### src/hw/rtl/psrp_pkg.sv
// ----------------------------------------------------------------------------
// psrp_pkg
// Types, field codes and the field order table shared by the sample record
// parser modules.
// ----------------------------------------------------------------------------
package psrp_pkg;

  localparam int MASK_W = 17;

  // Word counts of the fixed-length runs
  localparam logic [63:0] USER_REG_COUNT = 64'd20;
  localparam logic [63:0] READ_WORDS     = 64'd1;

  // Register ABI value for 64-bit user registers
  localparam logic [63:0] ABI_64 = 64'd2;

  // Field codes; the parse phase uses the same encoding
  localparam logic [4:0] CODE_HEADER     = 5'd0;
  localparam logic [4:0] CODE_IDENTIFIER = 5'd1;
  localparam logic [4:0] CODE_IP         = 5'd2;
  localparam logic [4:0] CODE_PID_TID    = 5'd3;
  localparam logic [4:0] CODE_TIME       = 5'd4;
  localparam logic [4:0] CODE_ADDR       = 5'd5;
  localparam logic [4:0] CODE_ID         = 5'd6;
  localparam logic [4:0] CODE_STREAM_ID  = 5'd7;
  localparam logic [4:0] CODE_CPU_RES    = 5'd8;
  localparam logic [4:0] CODE_PERIOD     = 5'd9;
  localparam logic [4:0] CODE_READ       = 5'd10;
  localparam logic [4:0] CODE_CHAIN_N    = 5'd11;
  localparam logic [4:0] CODE_CHAIN_IP   = 5'd12;
  localparam logic [4:0] CODE_RAW_FIRST  = 5'd13;
  localparam logic [4:0] CODE_RAW_DATA   = 5'd14;
  localparam logic [4:0] CODE_ABI        = 5'd15;
  localparam logic [4:0] CODE_USER_REG   = 5'd16;
  localparam logic [4:0] CODE_STK_SIZE   = 5'd17;
  localparam logic [4:0] CODE_STK_DATA   = 5'd18;
  localparam logic [4:0] CODE_DYN_SIZE   = 5'd19;
  localparam logic [4:0] CODE_TRAILING   = 5'd20;
  localparam logic [4:0] CODE_REJECTED   = 5'd21;

  // Optional fields in record order, with the mask bit that selects each
  localparam int NUM_ENTRY = 14;
  localparam logic [4:0] ENTRY_CODE [NUM_ENTRY] = '{
    CODE_IDENTIFIER, CODE_IP, CODE_PID_TID, CODE_TIME, CODE_ADDR, CODE_ID,
    CODE_STREAM_ID, CODE_CPU_RES, CODE_PERIOD, CODE_READ, CODE_CHAIN_N,
    CODE_RAW_FIRST, CODE_ABI, CODE_STK_SIZE
  };
  localparam logic [4:0] ENTRY_BIT [NUM_ENTRY] = '{
    5'd16, 5'd0, 5'd1, 5'd2, 5'd3, 5'd6, 5'd9,
    5'd7, 5'd8, 5'd4, 5'd5, 5'd10, 5'd12, 5'd13
  };

  typedef struct packed {
    logic [63:0] record_word;
    logic        record_start;
  } psrp_in_t;

  typedef struct packed {
    logic [4:0]  field_code;
    logic [63:0] field_value;
    logic [15:0] element_index;
    logic [63:0] stack_effective_size;
    logic        abi_error;
  } psrp_out_t;

  // Input register towards the tagger
  typedef struct packed {
    logic     valid;
    psrp_in_t item;
  } psrp_stage_t;

  // First enabled field whose code lies above the given one
  function automatic logic [4:0] next_field(input logic [4:0]        after,
                                            input logic [MASK_W-1:0] mask);
    logic [4:0] nxt;
    logic       found;
    nxt   = CODE_TRAILING;
    found = 1'b0;
    for (int i = 0; i < NUM_ENTRY; i++) begin
      if (!found && (ENTRY_CODE[i] > after) && mask[ENTRY_BIT[i]]) begin
        nxt   = ENTRY_CODE[i];
        found = 1'b1;
      end
    end
    return nxt;
  endfunction

endpackage

### src/hw/rtl/psrp_in_stage.sv
// ----------------------------------------------------------------------------
// psrp_in_stage
// Input register: captures one word per transfer and holds it until the
// tagger takes it.
// ----------------------------------------------------------------------------
module psrp_in_stage (
  input  logic               clk,
  input  logic               rst_n,
  input  logic               in_valid,
  output logic               in_stall,
  input  psrp_pkg::psrp_in_t in_data,
  output psrp_pkg::psrp_stage_t stage,
  input  logic               take
);

  logic               valid_r;
  logic               valid_nxt;
  psrp_pkg::psrp_in_t item_r;
  logic               accept;

  // Refill in the same cycle the held word moves on
  assign in_stall  = valid_r && !take;
  assign accept    = in_valid && !in_stall;
  assign valid_nxt = accept || (valid_r && !take);

  always_ff @(posedge clk) begin
    if (!rst_n) begin
      valid_r <= 1'b0;
    end else begin
      valid_r <= valid_nxt;
    end
  end

  always_ff @(posedge clk) begin
    if (accept) begin
      item_r <= in_data;
    end
  end

  assign stage.valid = valid_r;
  assign stage.item  = item_r;

endmodule

### src/hw/rtl/psrp_tagger.sv
// ----------------------------------------------------------------------------
// psrp_tagger
// Parse state, per-word field tagging and the result register.
// ----------------------------------------------------------------------------
module psrp_tagger (
  input  logic                          clk,
  input  logic                          rst_n,
  input  logic                          cfg_we,
  input  logic [psrp_pkg::MASK_W-1:0]   cfg_wdata,
  input  psrp_pkg::psrp_stage_t         stage,
  output logic                          take,
  output logic                          out_valid,
  input  logic                          out_stall,
  output psrp_pkg::psrp_out_t           out_data
);

  logic [psrp_pkg::MASK_W-1:0] mask_r;
  logic [4:0]                  phase_r, phase_nxt;
  logic [63:0]                 remain_r, remain_nxt;
  logic [15:0]                 run_idx_r, run_idx_nxt;
  logic [63:0]                 stk_size_r, stk_size_nxt;
  logic                        out_valid_r;
  psrp_pkg::psrp_out_t         out_data_r;
  psrp_pkg::psrp_out_t         res;

  logic [63:0] w;
  logic [63:0] remain_dec;
  logic [15:0] run_idx_inc;
  logic [15:0] idle_base;
  logic [63:0] stk_words;
  logic        do_enter;
  logic [4:0]  enter_from;
  logic [4:0]  entered;

  assign take = stage.valid && (!out_valid_r || !out_stall);
  assign w    = stage.item.record_word;

  assign remain_dec  = (remain_r != 64'd0) ? (remain_r - 64'd1) : 64'd0;
  assign run_idx_inc = (run_idx_r != 16'hFFFF) ? (run_idx_r + 16'd1) : run_idx_r;
  assign stk_words   = {3'b000, w[63:3]} + {63'd0, (w[2:0] != 3'd0)};
  assign entered     = psrp_pkg::next_field(enter_from, mask_r);

  always_comb begin
    phase_nxt    = phase_r;
    remain_nxt   = remain_r;
    run_idx_nxt  = run_idx_r;
    stk_size_nxt = stk_size_r;
    do_enter     = 1'b0;
    enter_from   = phase_r;
    idle_base    = run_idx_r;

    res.field_code           = phase_r;
    res.field_value          = w;
    res.element_index        = 16'd0;
    res.stack_effective_size = 64'd0;
    res.abi_error            = 1'b0;

    if (stage.item.record_start) begin
      res.field_code = psrp_pkg::CODE_HEADER;
      stk_size_nxt   = 64'd0;
      remain_nxt     = 64'd0;
      do_enter       = 1'b1;
      enter_from     = psrp_pkg::CODE_HEADER;
    end else if (phase_r == psrp_pkg::CODE_HEADER || phase_r >= psrp_pkg::CODE_TRAILING) begin
      // No header seen yet counts as trailing; restart the run there
      if (phase_r != psrp_pkg::CODE_TRAILING && phase_r != psrp_pkg::CODE_REJECTED) begin
        idle_base      = 16'd0;
        phase_nxt      = psrp_pkg::CODE_TRAILING;
        res.field_code = psrp_pkg::CODE_TRAILING;
      end
      res.element_index = idle_base;
      run_idx_nxt       = (idle_base != 16'hFFFF) ? (idle_base + 16'd1) : idle_base;
    end else if (phase_r inside {psrp_pkg::CODE_READ, psrp_pkg::CODE_CHAIN_IP,
                                 psrp_pkg::CODE_RAW_DATA, psrp_pkg::CODE_USER_REG,
                                 psrp_pkg::CODE_STK_DATA}) begin
      res.element_index = run_idx_r;
      run_idx_nxt       = run_idx_inc;
      remain_nxt        = remain_dec;
      if (remain_dec == 64'd0) begin
        if (phase_r == psrp_pkg::CODE_STK_DATA) begin
          phase_nxt   = psrp_pkg::CODE_DYN_SIZE;
          run_idx_nxt = 16'd0;
        end else begin
          do_enter = 1'b1;
        end
      end
    end else begin
      case (phase_r)
        psrp_pkg::CODE_CHAIN_N: begin
          if (w == 64'd0) begin
            do_enter   = 1'b1;
            enter_from = psrp_pkg::CODE_CHAIN_IP;
          end else begin
            phase_nxt   = psrp_pkg::CODE_CHAIN_IP;
            remain_nxt  = w;
            run_idx_nxt = 16'd0;
          end
        end
        psrp_pkg::CODE_RAW_FIRST: begin
          if (w[31:3] == 29'd0) begin
            do_enter   = 1'b1;
            enter_from = psrp_pkg::CODE_RAW_DATA;
          end else begin
            phase_nxt   = psrp_pkg::CODE_RAW_DATA;
            remain_nxt  = {35'd0, w[31:3]};
            run_idx_nxt = 16'd0;
          end
        end
        psrp_pkg::CODE_ABI: begin
          if (w != psrp_pkg::ABI_64) begin
            res.abi_error = 1'b1;
            phase_nxt     = psrp_pkg::CODE_REJECTED;
            run_idx_nxt   = 16'd0;
          end else begin
            phase_nxt   = psrp_pkg::CODE_USER_REG;
            remain_nxt  = psrp_pkg::USER_REG_COUNT;
            run_idx_nxt = 16'd0;
          end
        end
        psrp_pkg::CODE_STK_SIZE: begin
          stk_size_nxt = w;
          if (stk_words == 64'd0) begin
            do_enter   = 1'b1;
            enter_from = psrp_pkg::CODE_DYN_SIZE;
          end else begin
            phase_nxt   = psrp_pkg::CODE_STK_DATA;
            remain_nxt  = stk_words;
            run_idx_nxt = 16'd0;
          end
        end
        psrp_pkg::CODE_DYN_SIZE: begin
          res.stack_effective_size = (stk_size_r < w) ? 64'd0 : w;
          do_enter                 = 1'b1;
        end
        default: begin
          // Single-word fields: advance to the next enabled one
          do_enter = 1'b1;
        end
      endcase
    end

    if (do_enter) begin
      phase_nxt   = entered;
      run_idx_nxt = 16'd0;
      if (entered == psrp_pkg::CODE_READ) begin
        remain_nxt = psrp_pkg::READ_WORDS;
      end
    end
  end

  always_ff @(posedge clk) begin
    if (!rst_n) begin
      mask_r      <= '0;
      phase_r     <= psrp_pkg::CODE_HEADER;
      remain_r    <= 64'd0;
      run_idx_r   <= 16'd0;
      stk_size_r  <= 64'd0;
      out_valid_r <= 1'b0;
    end else begin
      if (cfg_we) begin
        mask_r <= cfg_wdata;
      end
      if (take) begin
        phase_r    <= phase_nxt;
        remain_r   <= remain_nxt;
        run_idx_r  <= run_idx_nxt;
        stk_size_r <= stk_size_nxt;
      end
      if (take) begin
        out_valid_r <= 1'b1;
      end else if (!out_stall) begin
        out_valid_r <= 1'b0;
      end
    end
  end

  always_ff @(posedge clk) begin
    if (take) begin
      out_data_r <= res;
    end
  end

  assign out_valid = out_valid_r;
  assign out_data  = out_data_r;

endmodule

### src/hw/rtl/perf_sample_record_parser_unit.sv
// ----------------------------------------------------------------------------
// perf_sample_record_parser_unit
// Tags each 64-bit word of a perf sample record with the field it holds.
// ----------------------------------------------------------------------------
// Usage:
//   Input channel (in_valid / in_stall / in_data) carries one record word per
//   transfer; record_start marks the header word and restarts parsing.
//   Output channel (out_valid / out_stall / out_data) returns exactly one
//   tagged word per input word, in order: field code, the word itself, the
//   index inside its run, the effective stack size on the dynamic-size word
//   and the ABI error flag.
//   cfg_we / cfg_wdata write the 17-bit sample type mask; write it only while
//   no words are in flight.
//   The word is captured in the input register and then tagged into the
//   result register, which drives out_valid and out_data. Throughput is
//   one word per cycle while out_stall stays low, set by the phase update
//   in the tagger.
//   Synchronous reset clears the mask, the parse phase (header expected) and
//   both valid flags. While the receiver stalls, the result is held and the
//   input register, if empty, can still take one more word before in_stall
//   rises.
// ----------------------------------------------------------------------------
module perf_sample_record_parser_unit (
  input  logic                        clk,
  input  logic                        rst_n,
  input  logic                        in_valid,
  output logic                        in_stall,
  input  psrp_pkg::psrp_in_t          in_data,
  output logic                        out_valid,
  input  logic                        out_stall,
  output psrp_pkg::psrp_out_t         out_data,
  input  logic                        cfg_we,
  input  logic [psrp_pkg::MASK_W-1:0] cfg_wdata
);

  psrp_pkg::psrp_stage_t stage;
  logic                  take;

  psrp_in_stage u_in_stage (
    .clk      (clk),
    .rst_n    (rst_n),
    .in_valid (in_valid),
    .in_stall (in_stall),
    .in_data  (in_data),
    .stage    (stage),
    .take     (take)
  );

  psrp_tagger u_tagger (
    .clk       (clk),
    .rst_n     (rst_n),
    .cfg_we    (cfg_we),
    .cfg_wdata (cfg_wdata),
    .stage     (stage),
    .take      (take),
    .out_valid (out_valid),
    .out_stall (out_stall),
    .out_data  (out_data)
  );

endmodule

### config.mk
export PLATFORM = sky130hd
export DESIGN_NAME = perf_sample_record_parser_unit
export DESIGN_NICKNAME = d
export VERILOG_FILES = /design/src/hw/rtl/psrp_pkg.sv /design/src/hw/rtl/psrp_in_stage.sv /design/src/hw/rtl/psrp_tagger.sv /design/src/hw/rtl/perf_sample_record_parser_unit.sv
export SDC_FILE = /design/constraint.sdc
export NUM_CORES = 1
export LEC_CHECK = 0
export BUFFER_PORTS_ARGS = -buffer_cell sky130_fd_sc_hd__buf_2
export CAP_MARGIN = 20
export CORE_MARGIN = 2
export CORE_UTILIZATION = 54
export CTS_CLUSTER_DIAMETER = 150
export DETAILED_ROUTE_END_ITERATION = 16
export PLACE_DENSITY = 0.86
export SLEW_MARGIN = 20
export SYNTH_ARGS = -nofsm -noshare
export SYNTH_HDL_FRONTEND = slang
export SYNTH_SLANG_ARGS = --single-unit
### constraint.sdc
create_clock -name clk -period 6.1 [get_ports clk]
set_input_delay 0 -clock clk [delete_from_list [all_inputs] [get_ports clk]]
set_output_delay 0 -clock clk [all_outputs]
set_load 0.005 [all_outputs]
==> impl_metrics.py, run 1 <==
metrics = {
    "timing": {
        "setup_tns_ps": 0,
        "fmax_mhz": 175.8,
        "clock_skew_ps": 24.57,
        "min_period_ps": 5688,
        "drv_slew": 0,
        "setup_viol": 0,
        "slew_headroom": 0.2475,
        "fin_crit_sh": 0.9325,
        "tightest_slew_ps": 1127,
        "finalHoldViolCount": 0,
        "rsz0062_at_grt": "false",
        "fin_ws_ps": 411.7,
    },
    "worst_setup_path": {
        "cp-start-kind": "flip-flop",
        "worst-path-stages": 21,
        "path_class": "reg2reg",
        "crit_path_top_delay_cell": "nor2_1",
        "crit_arrival_ps": 6150,
        "crit_required_ps": 6570,
        "crit_fanout": 9,
        "path_buf_inv": 4,
        "critPathMaxStageDelay_ps": 820,
        "r2r_start": "u_in_stage.stage[1]",
        "crit_chain": "nor3_1 -> buf_4 -> inv_1 -> ha_1 -> ha_1 -> nand3_1 -> nor4_2 -> nand3_1 -> or3_1 -> xnor2_1 -> o2111ai_1 -> nor4_1 -> buf_4 -> and3_1 -> nor2_1 -> buf_4 -> nand3_1 -> nand3_1 -> o21a_1 -> o22ai_1 -> a211oi_1",
        "crit_family": "simple AND/OR/NAND/NOR gates",
        "worstSetupEndpointType": "flip-flop",
        "rrSetupSlack_ps": 410,
        "crit_path_frequent_cell": "nand3_1",
        "reg2reg_depth": 21,
        "r2r-end": "u_tagger.remain_r[24]",
    },
    "cts": {
        "cts.reportedPaths.clkPinSlew_ps": 60,
        "cts.sinks": 380,
        "cts.htree.levels": 2,
        "clock_latency_ps": 590,
        "cts_made_buffers": 42,
        "clockBufferDepth": 3,
        "post_cts_buffers": 0,
        "cts_tree": "yes",
        "cts-root-buf": "clkbuf_16",
    },
    "cells_and_area": {
        "nets": 2914,
        "antenna_cells": 0,
        "drive_gt1_frac": 0.1601,
        "syn_to_final_growth_pct": 19.43,
        "post-route-util": 0.6506,
        "fin_cells": 3324,
    },
    "place": {
        "dpl.hpwl_um": 51510,
        "dp.cells": 3144,
        "port_buffers": 235,
        "dpl_worst_slack_ps": 710.8,
        "place_congestion": 1.001,
    },
    "synth": {
        "ys_warn_count": 0,
        "ys_ff_latch": 380,
        "syn_nets": 2656,
        "synth-edff-count": 215,
        "syn_area_sq_mm": 0.02220,
        "synth.area.top_cells": "edfxtp_1 (29%), dfxtp_1 (15%), o21ai_0 (4.1%)",
        "netlist_instances": 2500,
        "ys_types": 91,
        "yosysTopAreaCell": "edfxtp_1",
        "syn_avg_cell_area_sq_um": 8.878,
        "async_flop_share": 0,
        "synth-seq-area-share": 0.4397,
        "synth_top_area_frac": 0.2909,
        "synthFlopType": "edfxtp_1",
    },
    "floorplanning": {
        "io-pin-count": 239,
        "die_area_sq_mm": 0.04274,
        "dieWidth_um": 206.7,
        "coreArea_sq_mm": 0.04074,
        "initial_core_util": 0.5448,
        "die_y_um": 206.7,
        "rows": 74,
    },
    "route": {
        "topRoutingLayerUsed": "met4",
        "dr_wl_met2_um": 35620,
        "drc": 0,
        "ant_nets": 0,
        "routedWlPerCell_um": 23.47,
        "met1Wirelength_um": 29540,
        "drt_pass1_iterations": 7,
        "vias_per_cell": 6.651,
        "wirelength_um": 78020,
        "first_iter_violations": 3084,
        "num_vias": 22110,
        "wl_met3_um": 8679,
    },
    "min_path": {
        "min_to": "u_in_stage.stage[52]",
        "hold_start": "in_data[52]",
        "hold_path_class": "in2reg",
        "hold_path_depth": 2,
    },
    "grt": {
        "grt_max_degree": 73,
        "grt_use_total": 0.3582,
        "overflow": 0,
        "antenna_found_initial": 0,
        "grt_pass1_vias": 21070,
        "grt_pass1_wl_um": 119000,
    },
    "power": {
        "irDropWorstVdd_v": 0.0002037,
        "cellPowerDensity_mw_per_mm2": 277.6,
        "leakage_uw": 0.01007,
    },
    "run_status": {
        "status": "completed",
    },
    "flow_run": {
        "maxCapViolations": 0,
    },
}
[worst max-delay path by stage]
stage / startpoint / to / slack [ps]
2_1_floorplan: u_tagger.out_valid / u_tagger.remain_r[36] / 390
3_3_place_gp: u_in_stage.stage[2] / u_tagger.remain_r[3] / 840
3_5_place_dp: u_in_stage.stage[2] / u_tagger.remain_r[3] / 710
4_1_cts: u_in_stage.stage[1] / u_tagger.remain_r[24] / 670
5_1_grt: u_tagger.remain_r[6] / u_tagger.phase_r[1] / 250
6_report: u_in_stage.stage[1] / u_tagger.remain_r[24] / 410
[cells in the mapped netlist, types with 60 or more instances]
cell type	n
edfxtp_1	215
nand2_1	188
ha_1	69
a21oi_1	160
xnor2_1	73
nor4_1	61
nand4_1	62
a22oi_1	80
nor3_1	78
nand3_1	60
nor2_1	229
and2_1	90
inv_1	77
o21ai_0	182
dfxtp_1	165
clkbuf_1	182
[area by class of cell]
cell class              instances  area, sq um
fillers                      3234        14230
clock buffers                  53         1164
well taps                     532        665.6
clock inverters                25        355.3
repair buffers                420         2858
multi-input cells            1835        11400
inverters                      79        301.5
flip-flops and latches        380         9759
[power breakdown]
| part | switching, uW | leakage, uW | internal (uW) |
|---|---|---|---|
| sequential | 132 | 0.00337 | 2810 |
| clock | 1130 | 0.000736 | 1700 |
| combinational | 1020 | 0.00596 | 567 |
| total | 2280 | 0.0101 | 5080 |
[sequential cells by signal (all words and copies together) (netlist names)]
name / cells
u_in_stage.stage: 65
u_in_stage.valid_r: 1
u_tagger.mask_r: 14
u_tagger.out_data: 150
u_tagger.out_valid: 1
u_tagger.phase_r: 5
u_tagger.remain_r: 64
u_tagger.run_idx_r: 16
u_tagger.stk_size_r: 64
[metrics by stage]
| step | hold slack (ps) | cell area (sq um) | total power [uW] |
|---|---|---|---|
| after global routing | 135.6 | 26510 | 7580 |
| final | 122.9 | 26510 | 7357 |
| after detailed placement | 178.1 | 23960 | 4446 |
| after CTS | 97.26 | 26500 | 7287 |
| after global placement | 177.7 | 23960 | 4419 |
| after floorplan | 98.87 | 22200 | 3917 |
[metal layers]
metal	vias up	GRT usage
li1	9823	-
met1	10430	0.4642
met2	1541	0.5758
met3	314	0.06452
met4	0	0.1836
met5	-	0
[logic make-up after synthesis]
family | count (synthesis) | share of synthesized area
adder cells (fa/ha/maj) | 69 | 0.03890
buffers and inverters | 285 | 0.04989
XOR/XNOR | 85 | 0.03354
AO/OA/AOI/OAI | 710 | 0.2093
AND/OR/NAND/NOR | 950 | 0.2190
multiplexers | 21 | 0.009640
flip-flops | 380 | 0.4397
[placed cells by master, fill, tap and decap left out, drive strengths merged, types with 20 or more instances in the layout]
cell         instances
a211oi              25
a21o                33
a21oi              160
a221oi              40
a22oi               80
and2                94
and3                22
buf                318
clkbuf              53
dfxtp              165
dlygate4sd3        102
edfxtp             215
ha                  69
inv                 82
nand2              189
nand2b              28
nand3               61
nand4               62
nor2               230
nor2b               34
nor3                81
nor4                66
o21ai              188
or4                 20
xnor2               73
[repair_timing]
item / CTS / global route
hold endpoints to repair: 87 / 0
hold buffers: 102 / 0
resized for setup: 0 / 0
Note: power is estimated with default switching activity, not from simulation.
==> inputs of run 2 (changes only) <==
CTS_BUF_LIST = sky130_fd_sc_hd__clkbuf_8 sky130_fd_sc_hd__clkbuf_16   (was default)
==> run 2 against run 1 <==
Effect of this change: first-iteration DRC count decreased by 1.1%; utilization unchanged; wire length decreased by 0.14%; critical path depth decreased by 4; critical path type unchanged; die area unchanged.
==> impl_metrics.py, run 2 (synthesis gave the netlist of run 1 again) <==
metrics = {
    "place": {
        "placed_area_sq_mm": 0.02396,
        "dp.cells": 3144,
        "dpl.hpwl_um": 51510,
        "place_congestion": 1.001,
        "port_buffers": 235,
    },
    "cts": {
        "cts_made_buffers": 42,
        "cts.htree.levels": 2,
        "cts_resized": 0,
        "cts-root-buf": "clkbuf_16",
        "clock_latency_ps": 580,
        "cts_tree": "yes",
        "clockBufferDepth": 3,
        "cts.reportedPaths.clkPinSlew_ps": 60,
        "cts.sinks": 380,
    },
    "cells_and_area": {
        "ff_latch_area_sq_mm": 0.009759,
        "multiInputGateArea_sq_mm": 0.01140,
        "nets": 2914,
        "post-route-util": 0.6506,
        "fill_cells": 3234,
        "fin_cells": 3324,
        "antenna_cells": 0,
        "design_area_sq_mm": 0.02651,
        "most-common-layout-cells": "buf_2 (235), nor2_1 (227), edfxtp_1 (215)",
        "drive_gt1_frac": 0.1601,
        "largest_reg_flops": 150,
        "layout_commonest_cell": "buf_2",
        "syn_to_final_growth_pct": 19.43,
    },
    "worst_setup_path": {
        "cp-start-kind": "flip-flop",
        "crit_fanout": 9,
        "critPathMaxStageDelay_ps": 660,
        "rrSetupSlack_ps": 360,
        "crit_path_top_delay_cell": "nor4_2",
        "reg2reg_depth": 17,
        "r2r_start": "u_in_stage.stage[1]",
        "path_class": "reg2reg",
        "crit_family": "simple AND/OR/NAND/NOR gates",
        "r2r-end": "u_tagger.remain_r[4]",
        "crit_arrival_ps": 6210,
        "path_buf_inv": 3,
        "crit_chain": "nor3_1 -> buf_4 -> inv_1 -> ha_1 -> ha_1 -> nand3_1 -> nor4_2 -> nand3_1 -> or3_1 -> or3_1 -> a221oi_1 -> and3_1 -> nor2_1 -> buf_4 -> a211oi_1 -> a211oi_1 -> a21o_1",
        "crit_required_ps": 6570,
        "worstSetupEndpointType": "flip-flop",
    },
    "grt": {
        "grt_pass1_vias": 21070,
        "grt_use_total": 0.3582,
        "grt_max_degree": 73,
        "grt_pass1_wl_um": 119000,
        "overflow": 0,
        "antenna_found_initial": 0,
    },
    "route": {
        "first_iter_violations": 3049,
        "ant_nets": 0,
        "num_vias": 22160,
        "wirelength_um": 77920,
        "vias_per_cell": 6.668,
        "routedWlPerCell_um": 23.44,
        "drt_pass1_iterations": 8,
        "drc": 0,
    },
    "floorplanning": {
        "io-pin-count": 239,
        "dieWidth_um": 206.7,
        "coreArea_sq_mm": 0.04074,
        "initial_core_util": 0.5448,
        "die_area_sq_mm": 0.04274,
        "die_y_um": 206.7,
        "rows": 74,
    },
    "flow_run": {
        "maxCapViolations": 0,
    },
    "power": {
        "swShare": 0.3103,
        "leakage_uw": 0.01009,
        "switchingPower_uw": 2280,
        "finalPower_uw": 7347,
        "p_clk_frac": 0.383,
        "p_int_uw": 5067,
        "cellPowerDensity_mw_per_mm2": 277.2,
        "seq_power_share": 0.400,
        "irDropWorstVdd_v": 0.0002035,
        "combPwrFrac": 0.217,
    },
    "timing": {
        "clock_skew_ps": 22.41,
        "tightest_slew_ps": 1136,
        "setup_tns_ps": 0,
        "setup_viol": 0,
        "min_period_ps": 5742,
        "drv_slew": 0,
        "finalHoldViolCount": 0,
        "fin_crit_sh": 0.9412,
        "rsz0062_at_grt": "false",
        "slew_headroom": 0.2416,
        "fmax_mhz": 174.2,
    },
    "min_path": {
        "min_to": "u_in_stage.stage[45]",
        "hold_path_class": "in2reg",
        "hold_path_depth": 2,
        "hold_start": "in_data[45]",
    },
    "run_status": {
        "status": "completed",
    },
}
==> run 2: metrics by stage <==
step / hold slack (ps) / setup WS (ps)
floorplan: 98.87 / 393.9
global placement: 177.7 / 836.3
detailed placement: 178.1 / 710.8
CTS: 96.86 / 669.3
global route: 135.6 / 253.1
finish: 122.8 / 358.5
==> run 2: repair_timing <==
action | 4_1_cts | 5_1_grt
endpoints found under the hold margin | 87 | 0
setup buffers | 0 | 0
setup endpoints to repair | 0 | 0
hold buffers | 102 | 0
==> run 2: how the worst max path moves through the flow <==
stage                    startpoint                     to  slack, ps  cells past startpoint
2_1_floorplan    u_tagger.out_valid  u_tagger.remain_r[36]        390                      5
3_3_place_gp    u_in_stage.stage[2]   u_tagger.remain_r[3]        840                     20
3_5_place_dp    u_in_stage.stage[2]   u_tagger.remain_r[3]        710                     20
4_1_cts         u_in_stage.stage[1]  u_tagger.remain_r[24]        670                     21
5_1_grt        u_tagger.remain_r[6]    u_tagger.phase_r[1]        250                     15
6_report        u_in_stage.stage[1]   u_tagger.remain_r[4]        360                     17
==> run 2: power groups by stage <==
stage,combinational [uW],clock (uW),sequential (uW)
after floorplan,996,0,2920
after global placement,1440,0,2980
after detailed placement,1460,0,2990
after CTS,1520,2820,2930
after global routing,1700,2920,2950
final,1590,2820,2940
==> run 2: worst register-to-register path: cells and delay by family (launching register included) <==
family / cells / cell delay (ps)
fa+ha+maj: 2 / 460
simple gates: 8 / 2830
flops: 1 / 360
compound gates: 4 / 1460
buf+inv: 3 / 530
==> run 2: cell type report <==
cell class | count | share of cell area
Sequential cell | 380 | 0.3682
Timing Repair Buffer | 420 | 0.1078
Tap cell | 532 | 0.02511
Clock buffer | 48 | 0.04319
Inverter | 79 | 0.01138
Multi-Input combinational cell | 1835 | 0.4302
Clock inverter | 30 | 0.01411
==> run 2: per-layer routing <==
metal  share of wire  global-route usage  up-vias
met5               0                   0        -
met4           0.056              0.1836        0
met3            0.11             0.06452      342
met2            0.45              0.5758     1552
met1            0.38              0.4642    10460
li1                -                   -     9812
